## config.mk

```make
export PLATFORM = sky130hd
export DESIGN_NAME = onewire_temperature_reader_core
export DESIGN_NICKNAME = d
export VERILOG_FILES = /design/src/hdl/owtr_pkg.sv /design/src/hdl/onewire_temperature_reader_core.sv
export SDC_FILE = /design/constraint.sdc
export NUM_CORES = 1
export LEC_CHECK = 0
export ABC_CLOCK_PERIOD_IN_PS = 9700
export BUFFER_PORTS_ARGS = -buffer_cell sky130_fd_sc_hd__buf_4
export CORE_MARGIN = 2
export CORE_UTILIZATION = 60
export CTS_CLUSTER_DIAMETER = 40
export DETAILED_ROUTE_END_ITERATION = 8
export PLACE_DENSITY_LB_ADDON = 0.15
export RECOVER_POWER = 50
export SYNTH_ARGS = -nofsm -noshare
export SYNTH_HDL_FRONTEND = slang
export SYNTH_SLANG_ARGS = --single-unit
```

## constraint.sdc

```tcl
create_clock -name aclk -period 9.7 [get_ports aclk]
set_clock_uncertainty 0.1 [all_clocks]
set_input_delay 0.97 -clock aclk [delete_from_list [all_inputs] [get_ports aclk]]
set_output_delay 0.97 -clock aclk [all_outputs]
set_load 0.1 [all_outputs]
```

## src/hdl/owtr_pkg.sv

```systemverilog
// owtr_pkg: shared constants, register indexes and the tenths scaling function
// for the one-wire temperature reader core.
// No dependencies.
package owtr_pkg;

    // default width of the phase tick counter
    localparam int unsigned COUNTER_WIDTH_DEF = 32;

    // configuration port widths
    localparam int unsigned CFG_INDEX_W = 3;
    localparam int unsigned CFG_DATA_W  = 32;

    // stream payload widths
    localparam int unsigned S_TDATA_W = 8;
    localparam int unsigned M_TDATA_W = 40;

    // configuration register indexes
    localparam logic [CFG_INDEX_W-1:0] REG_RESET_LOW     = 3'd0;
    localparam logic [CFG_INDEX_W-1:0] REG_RESET_RELEASE = 3'd1;
    localparam logic [CFG_INDEX_W-1:0] REG_SLOT_LONG     = 3'd2;
    localparam logic [CFG_INDEX_W-1:0] REG_SLOT_SHORT    = 3'd3;
    localparam logic [CFG_INDEX_W-1:0] REG_SAMPLE_DELAY  = 3'd4;
    localparam logic [CFG_INDEX_W-1:0] REG_CONV_WAIT     = 3'd5;

    // configuration reset values
    localparam logic [15:0] RESET_LOW_DEF     = 16'd480;
    localparam logic [15:0] RESET_RELEASE_DEF = 16'd60;
    localparam logic [15:0] SLOT_LONG_DEF     = 16'd60;
    localparam logic [7:0]  SLOT_SHORT_DEF    = 8'd2;
    localparam logic [7:0]  SAMPLE_DELAY_DEF  = 8'd2;
    localparam logic [31:0] CONV_WAIT_DEF     = 32'd0;

    // one-wire command bytes
    localparam logic [7:0] CMD_SKIP_ROM   = 8'hCC;
    localparam logic [7:0] CMD_CONVERT    = 8'h44;
    localparam logic [7:0] CMD_READ_SCRPD = 8'hBE;

    // raw sensor word (1/16 degree) to tenths, rounded: (raw*10 + 8) >> 4
    function automatic logic [15:0] raw_to_tenths(input logic [15:0] raw);
        logic [19:0] scaled;
        scaled = {1'b0, raw, 3'b000} + {3'b000, raw, 1'b0} + 20'd8;
        return scaled[19:4];
    endfunction

endpackage

```

## src/hdl/onewire_temperature_reader_core.sv

```systemverilog
// onewire_temperature_reader_core: one-wire bus master that reads a 12-bit
// temperature sensor, stepped one bus tick per input item.
// Depends on owtr_pkg.
//
//  channel   dir  handshake            payload
//  s_        in   s_tvalid/s_tready    s_tdata: [0] start_req, [1] bus_level
//  m_        out  m_tvalid/m_tready    m_tdata: drive_low, busy_res, result_valid,
//                                      raw_reading, temp_tenths
//  cfg_      in   cfg_valid/cfg_ready  cfg_index (register), cfg_data
//
// Every tick item gives exactly one result item; the sequencer state and the
// result register update on the cycle the tick is taken, so a tick can be
// taken every cycle while results are read. The output register frees up the
// input side: a new tick is taken whenever the result register is empty or is
// being read out. Reset is synchronous on aresetn low and puts the sequencer in
// idle with the default timing registers. Configuration writes are always taken.
module onewire_temperature_reader_core
    import owtr_pkg::*;
#(
    parameter int unsigned COUNTER_WIDTH = COUNTER_WIDTH_DEF
) (
    input  logic                   aclk,
    input  logic                   aresetn,
    // tick input
    input  logic                   s_tvalid,
    output logic                   s_tready,
    input  logic [S_TDATA_W-1:0]   s_tdata,   // [0] start_req, [1] bus_level, rest zero
    // result output
    output logic                   m_tvalid,
    input  logic                   m_tready,
    output logic [M_TDATA_W-1:0]   m_tdata,   // [0] drive_low, [1] busy_res,
                                              // [2] result_valid, [18:3] raw_reading,
                                              // [34:19] temp_tenths, rest zero
    // configuration writes
    input  logic                   cfg_valid,
    output logic                   cfg_ready,
    input  logic [CFG_INDEX_W-1:0] cfg_index,
    input  logic [CFG_DATA_W-1:0]  cfg_data
);

    // bus phase codes
    localparam logic [3:0] PH_IDLE    = 4'd0;
    localparam logic [3:0] PH_RST_LOW = 4'd1;
    localparam logic [3:0] PH_RST_REL = 4'd2;
    localparam logic [3:0] PH_WR_LOW  = 4'd3;
    localparam logic [3:0] PH_WR_REL  = 4'd4;
    localparam logic [3:0] PH_CONV    = 4'd5;
    localparam logic [3:0] PH_RD_LOW  = 4'd6;
    localparam logic [3:0] PH_RD_REL  = 4'd7;
    localparam logic [3:0] PH_RD_REC  = 4'd8;

    // sequence step codes
    localparam logic [3:0] ST_RST1    = 4'd0;
    localparam logic [3:0] ST_CC1     = 4'd1;
    localparam logic [3:0] ST_CONVERT = 4'd2;
    localparam logic [3:0] ST_WAIT    = 4'd3;
    localparam logic [3:0] ST_RST2    = 4'd4;
    localparam logic [3:0] ST_CC2     = 4'd5;
    localparam logic [3:0] ST_READCMD = 4'd6;
    localparam logic [3:0] ST_RD0     = 4'd7;
    localparam logic [3:0] ST_RD1     = 4'd8;
    localparam logic [3:0] ST_END     = 4'd9;

    localparam logic [31:0] CMAX32 = 32'hFFFF_FFFF >> (32 - COUNTER_WIDTH);

    // timing registers
    logic [15:0] reset_low_reg, reset_release_reg, slot_long_reg;
    logic [7:0]  slot_short_reg, sample_delay_reg;
    logic [31:0] conv_wait_reg;

    // sequencer state
    logic [3:0]               phase_reg, phase_next;
    logic [3:0]               stage_reg, stage_next;
    logic [COUNTER_WIDTH-1:0] tick_count_reg, tick_count_next;
    logic [3:0]               bit_index_reg, bit_index_next;
    logic [7:0]               shift_byte_reg, shift_byte_next;
    logic [1:0]               byte_index_reg, byte_index_next;
    logic [7:0]               low_byte_reg, low_byte_next;
    logic [15:0]              raw_word_reg, raw_word_next;
    logic [15:0]              tenths_reg, tenths_next;

    // result register
    logic                 m_tvalid_reg;
    logic [M_TDATA_W-1:0] m_tdata_reg;

    logic                     accept;
    logic                     start_req, bus_level;
    logic                     cur_bit;
    logic                     drive_low, busy_res, result_valid;
    logic [31:0]              dur32;
    logic [COUNTER_WIDTH-1:0] dur_sat;
    logic [COUNTER_WIDTH:0]   count_inc;
    logic                     tick_done;
    logic                     enter_req;
    logic [3:0]               enter_target;
    logic [3:0]               enter_eff;
    logic [3:0]               bit_index_inc;

    assign start_req = s_tdata[0];
    assign bus_level = s_tdata[1];
    assign cur_bit   = shift_byte_reg[0];

    assign s_tready  = !m_tvalid_reg || m_tready;
    assign accept    = s_tvalid && s_tready;
    assign cfg_ready = 1'b1;
    assign m_tvalid  = m_tvalid_reg;
    assign m_tdata   = m_tdata_reg;

    // outputs that reflect the state at the start of the tick
    assign drive_low = (phase_reg == PH_RST_LOW) || (phase_reg == PH_WR_LOW)
                    || (phase_reg == PH_RD_LOW);
    assign busy_res  = (phase_reg != PH_IDLE);

    // duration of the current phase
    always_comb begin
        case (phase_reg)
            PH_RST_LOW: dur32 = {16'd0, reset_low_reg};
            PH_RST_REL: dur32 = {16'd0, reset_release_reg};
            PH_WR_LOW:  dur32 = cur_bit ? {24'd0, slot_short_reg} : {16'd0, slot_long_reg};
            PH_WR_REL:  dur32 = cur_bit ? {16'd0, slot_long_reg} : {24'd0, slot_short_reg};
            PH_CONV:    dur32 = conv_wait_reg;
            PH_RD_LOW:  dur32 = {24'd0, slot_short_reg};
            PH_RD_REL:  dur32 = {24'd0, sample_delay_reg};
            PH_RD_REC:  dur32 = {16'd0, slot_long_reg};
            default:    dur32 = 32'd0;
        endcase
    end

    // saturate to the counter range and test for phase end
    assign dur_sat   = (dur32 > CMAX32) ? CMAX32[COUNTER_WIDTH-1:0]
                                        : dur32[COUNTER_WIDTH-1:0];
    assign count_inc = {1'b0, tick_count_reg} + {{COUNTER_WIDTH{1'b0}}, 1'b1};
    assign tick_done = (count_inc >= {1'b0, dur_sat});
    assign bit_index_inc = bit_index_reg + 4'd1;

    // sequencer next state
    always_comb begin
        phase_next      = phase_reg;
        stage_next      = stage_reg;
        bit_index_next  = bit_index_reg;
        shift_byte_next = shift_byte_reg;
        byte_index_next = byte_index_reg;
        low_byte_next   = low_byte_reg;
        raw_word_next   = raw_word_reg;
        tenths_next     = tenths_reg;
        result_valid    = 1'b0;
        enter_req       = 1'b0;
        enter_target    = ST_RST1;
        enter_eff       = ST_RST1;
        tick_count_next = tick_done ? '0 : count_inc[COUNTER_WIDTH-1:0];

        unique case (phase_reg)
            PH_IDLE: begin
                tick_count_next = tick_count_reg;
                if (start_req) begin
                    enter_req    = 1'b1;
                    enter_target = ST_RST1;
                end
            end
            PH_RST_LOW: begin
                if (tick_done) phase_next = PH_RST_REL;
            end
            PH_RST_REL: begin
                if (tick_done) begin
                    enter_req    = 1'b1;
                    enter_target = stage_reg + 4'd1;
                end
            end
            PH_WR_LOW: begin
                if (tick_done) phase_next = PH_WR_REL;
            end
            PH_WR_REL: begin
                if (tick_done) begin
                    shift_byte_next = {1'b0, shift_byte_reg[7:1]};
                    bit_index_next  = bit_index_inc;
                    if (bit_index_inc >= 4'd8) begin
                        enter_req    = 1'b1;
                        enter_target = stage_reg + 4'd1;
                    end else begin
                        phase_next = PH_WR_LOW;
                    end
                end
            end
            PH_CONV: begin
                if (tick_done) begin
                    enter_req    = 1'b1;
                    enter_target = ST_RST2;
                end
            end
            PH_RD_LOW: begin
                if (tick_done) phase_next = PH_RD_REL;
            end
            PH_RD_REL: begin
                if (tick_done) begin
                    shift_byte_next = {bus_level, shift_byte_reg[7:1]};
                    phase_next      = PH_RD_REC;
                end
            end
            PH_RD_REC: begin
                if (tick_done) begin
                    bit_index_next = bit_index_inc;
                    if (bit_index_inc < 4'd8) begin
                        phase_next = PH_RD_LOW;
                    end else if (byte_index_reg == 2'd0) begin
                        low_byte_next = shift_byte_reg;
                        enter_req     = 1'b1;
                        enter_target  = ST_RD1;
                    end else begin
                        raw_word_next = {shift_byte_reg, low_byte_reg};
                        tenths_next   = raw_to_tenths({shift_byte_reg, low_byte_reg});
                        result_valid  = 1'b1;
                        enter_req     = 1'b1;
                        enter_target  = ST_END;
                    end
                end
            end
            default: begin
                phase_next      = PH_IDLE;
                stage_next      = ST_RST1;
                tick_count_next = '0;
            end
        endcase

        // entering a sequence step: skip the wait when it is zero
        if (enter_req) begin
            enter_eff = ((enter_target == ST_WAIT) && (conv_wait_reg == 32'd0))
                      ? ST_RST2 : enter_target;
            stage_next      = enter_eff;
            tick_count_next = '0;
            bit_index_next  = 4'd0;
            case (enter_eff) inside
                ST_RST1, ST_RST2: phase_next = PH_RST_LOW;
                ST_CC1, ST_CC2: begin
                    shift_byte_next = CMD_SKIP_ROM;
                    phase_next      = PH_WR_LOW;
                end
                ST_CONVERT: begin
                    shift_byte_next = CMD_CONVERT;
                    phase_next      = PH_WR_LOW;
                end
                ST_READCMD: begin
                    shift_byte_next = CMD_READ_SCRPD;
                    phase_next      = PH_WR_LOW;
                end
                ST_WAIT: phase_next = PH_CONV;
                ST_RD0, ST_RD1: begin
                    shift_byte_next = 8'd0;
                    byte_index_next = (enter_eff == ST_RD1) ? 2'd1 : 2'd0;
                    phase_next      = PH_RD_LOW;
                end
                default: begin
                    phase_next = PH_IDLE;
                    stage_next = ST_RST1;
                end
            endcase
        end
    end

    // configuration registers
    always_ff @(posedge aclk) begin
        if (!aresetn) begin
            reset_low_reg     <= RESET_LOW_DEF;
            reset_release_reg <= RESET_RELEASE_DEF;
            slot_long_reg     <= SLOT_LONG_DEF;
            slot_short_reg    <= SLOT_SHORT_DEF;
            sample_delay_reg  <= SAMPLE_DELAY_DEF;
            conv_wait_reg     <= CONV_WAIT_DEF;
        end else if (cfg_valid) begin
            unique case (cfg_index)
                REG_RESET_LOW:     reset_low_reg     <= cfg_data[15:0];
                REG_RESET_RELEASE: reset_release_reg <= cfg_data[15:0];
                REG_SLOT_LONG:     slot_long_reg     <= cfg_data[15:0];
                REG_SLOT_SHORT:    slot_short_reg    <= cfg_data[7:0];
                REG_SAMPLE_DELAY:  sample_delay_reg  <= cfg_data[7:0];
                REG_CONV_WAIT:     conv_wait_reg     <= cfg_data;
                default: ;
            endcase
        end
    end

    // sequencer state registers
    always_ff @(posedge aclk) begin
        if (!aresetn) begin
            phase_reg      <= PH_IDLE;
            stage_reg      <= ST_RST1;
            tick_count_reg <= '0;
            bit_index_reg  <= 4'd0;
            shift_byte_reg <= 8'd0;
            byte_index_reg <= 2'd0;
            low_byte_reg   <= 8'd0;
            raw_word_reg   <= 16'd0;
            tenths_reg     <= 16'd0;
        end else if (accept) begin
            phase_reg      <= phase_next;
            stage_reg      <= stage_next;
            tick_count_reg <= tick_count_next;
            bit_index_reg  <= bit_index_next;
            shift_byte_reg <= shift_byte_next;
            byte_index_reg <= byte_index_next;
            low_byte_reg   <= low_byte_next;
            raw_word_reg   <= raw_word_next;
            tenths_reg     <= tenths_next;
        end
    end

    // result register
    always_ff @(posedge aclk) begin
        if (!aresetn) begin
            m_tvalid_reg <= 1'b0;
        end else if (accept) begin
            m_tvalid_reg <= 1'b1;
        end else if (m_tready) begin
            m_tvalid_reg <= 1'b0;
        end
    end

    always_ff @(posedge aclk) begin
        if (accept) begin
            m_tdata_reg <= {5'd0, tenths_next, raw_word_next, result_valid,
                            busy_res, drive_low};
        end
    end

endmodule
```

==> flow_summary.toml <==
[placed_design]
place_congestion = 0.932
portBuffers = 78
dpl.hpwl_mm = 19.6
postPlaceCellArea_um2 = 12700

[layout]
mostFrequentLayoutCells = "nand2_1 (301), dfxtp_1 (190), a21oi_1 (149)"
final_common_cell = "nand2_1"
final_nets = 1565
num_antenna_cells = 0
nFillCells = 1661
area_growth_pct = 12.8
fin_area_um2 = 13600
largest_reg_flops = 35
drive_gt1_share_pct = 12.4

[drt]
drc_errors = 0
drt_wl_total_mm = 30.0
wl_per_cell_um = 17.2
ant_nets = 0
drtIter0Drc = 744
viasPerCell = 6.07
dr.pass1.iters = 8
via_count = 10600

[clock_tree]
clk_path_buf_depth = 3
cts_root_buf = "clkbuf_16"
cts.hold.buffers_added = 0
cts.sinks = 225
clk_pin_slew_ns = 0.06
cts_tree = "done"
cts-htree-levels = 1
cts_setup_buffers = 0
clk_latency_ns = 0.55
numCtsBuffers = 31
post_cts_resized = 0

[hold_path]
min_path_type = "flop to flop"
worstHoldStart = "slot_long_reg[14]"
holdPathEnd = "slot_long_reg[14]"
whs_path_depth = 2

[power]
ir_worst_vdd_mv = 0.153
powerDensity_nw_per_um2 = 213
p_leak_nw = 5.29
finalPower_mw = 2.88

[die]
die_h_um = 146
core_um2 = 19600
die_w_um = 146
dieArea_um2 = 21200
rows = 51
initial_core_util_pct = 61.4
io_pins = 91

[timing]
max_slew.worst_pin.slew_ns = 3.46
rsz0062_at_grt = "no"
tns_ns = 0
max_freq_mhz = 135
final.min_clock_period_ns = 7.41
period_share_pct = 76.4
slew_violations = 226
hold_viol_final = 0
setup_viol = 0
relSlewSlack_pct = -131

[flow_run]
max-cap-violations = 4

[grt]
grt_max_degree = 93
gr-usage-met3_pct = 3.76
grtUsageTotal_pct = 27.7
grt_pass1_vias = 9983
use_met2_pct = 47.0
gr-usage-met1_pct = 36.6
grt.overflow.total = 0
grt-busiest-layer = "met2"
antenna_found_initial = 0
grt_pass1_wl_mm = 49.3

[worst_setup_path]
cpMaxStageDelayCell = "clkinvlp_2"
crit_required_ns = 10.03
r2r-end = "tenths_reg[7]"
path_buf_inv = 3
crit_chain = "clkbuf_1, clkinvlp_2, buf_4, o41ai_1"
r2r-start = "tick_count_reg[8]"
ff2ff_path_depth = 16
ff2ff_setup_slack_ns = 3.32
endpoint_kind = "flop"
crit_type = "input pin to flop"
path_max_fanout = 92
critPathMaxStageDelay_ns = 2.91
critPathTopFamily = "buffers and inverters"
critPathLaunchType = "input pin"
cp.arrival_ns = 7.74

[synthesis]
synth_edf_count = 35
synthFlopType = "dfxtp_1"
yosysTopAreaCell = "dfxtp_1"
synth_seq_cells = 225
synth-xor-area-share_pct = 3.42
synthCells = 1415
synth_cell_types = 84
syn_area_um2 = 12000
async_flop_share_pct = 0
synth_top_family_by_area = "simple AND/OR/NAND/NOR gates"
ys_warn_count = 0
yosys.area_share.simple_pct = 22.4
ys_seq_area_share_pct = 40.3
synthMuxAreaShare_pct = 4.44
yosys.area_share.adder_pct = 6.61
netlist.area_leader.share_pct = 31.6
syn-mean-instance-area_um2 = 8.50
synth_compound_area_share_pct = 19.0
synthTopCellsByArea = "dfxtp_1 (32%), nand2_1 (9.4%), edfxtp_1 (8.7%)"

[status]
violations = "capacitance limit, slew limit"
outcome = "complete, but fails checks"
## power breakdown
group          switching [mW]  internal, mW  total (mW)
logic                   0.526         0.201       0.726
registers              0.0449         0.989        1.03
clock network           0.441         0.683        1.12
## cell usage after synthesis, types with 6 or more instances
master,count
nand3_1,61
nor4_1,10
a21boi_0,8
a222oi_1,16
xnor2_1,31
nand2_1,301
nand3b_1,7
o21ba_2,23
buf_1,8
xor2_1,16
and3_1,12
ha_1,62
a21oi_1,149
buf_2,8
clkbuf_1,62
and2_1,6
nor3_1,21
o31ai_1,7
or4_1,11
dfxtp_1,190
mux2i_1,23
nand4_1,15
nor2b_1,8
nand2b_1,9
or3_1,7
mux2_2,27
a21o_1,9
nor2_1,68
o21ai_0,65
a221oi_1,8
inv_1,10
edfxtp_1,35
buf_4,9
## metal layers
layer	up-vias	share of wire (%)
met4	0	2.6
met5	-	0
met3	65	6.3
met2	366	47
li1	5170	-
met1	4972	44
## how the worst max path moves through the flow
stage / start / to / slack, ns / cells past startpoint
detailed placement: tick_count_reg[8] / tenths_reg[7] / 3.44 / 16
global placement: tick_count_reg[8] / tenths_reg[7] / 3.47 / 16
global route: aresetn / tick_count_reg[7] / 1.78 / 4
floorplan: tick_count_reg[4] / tenths_reg[1] / 5.08 / 18
CTS: tick_count_reg[8] / tenths_reg[7] / 3.38 / 16
finish: aresetn / tick_count_reg[7] / 2.29 / 4
## cell families (layout without fill, tap and decap cells)
family | count (synthesis) | after routing
AO/OA/AOI/OAI | 355 | 355
XOR/XNOR | 47 | 47
multiplexers | 50 | 50
flip-flops | 225 | 225
other | 2 | 6
adder cells (fa/ha/maj) | 63 | 63
buffers and inverters | 102 | 161
AND/OR/NAND/NOR | 571 | 571
## tightest hold or removal path: cells and delay by family (launching register included)
family / cells / cell delay, ns
DFF: 1 / 0.30
AOI/OAI and AO/OA: 1 / 0.05
and+or+nand+nor: 1 / 0.05
## area by class of cell
class                      instances  area (µm²)  share of cell area (%)
multi-input combinational       1092        6750                    49.8
sequential                       225        4850                    35.8
clock buffer                      35         801                    5.90
inverter                          11        42.5                   0.314
tap                              265         332                    2.44
clock inverter                    22         240                    1.77
timing repair buffer              93         544                    4.01
## per-stage QoR
step / setup slack (ns) / instances / util [%] / hold WS (ns)
after floorplan: 5.08 / 1419 / - / 0.334
after global placement: 3.47 / 1686 / 64.7 / 0.339
final: 2.29 / 1743 / 69.3 / 0.353
after detailed placement: 3.44 / 1686 / 64.7 / 0.345
after CTS: 3.38 / 1743 / 70.1 / 0.353
after global routing: 1.78 / 1743 / 69.3 / 0.370
Power figures use the tool's default switching activity.
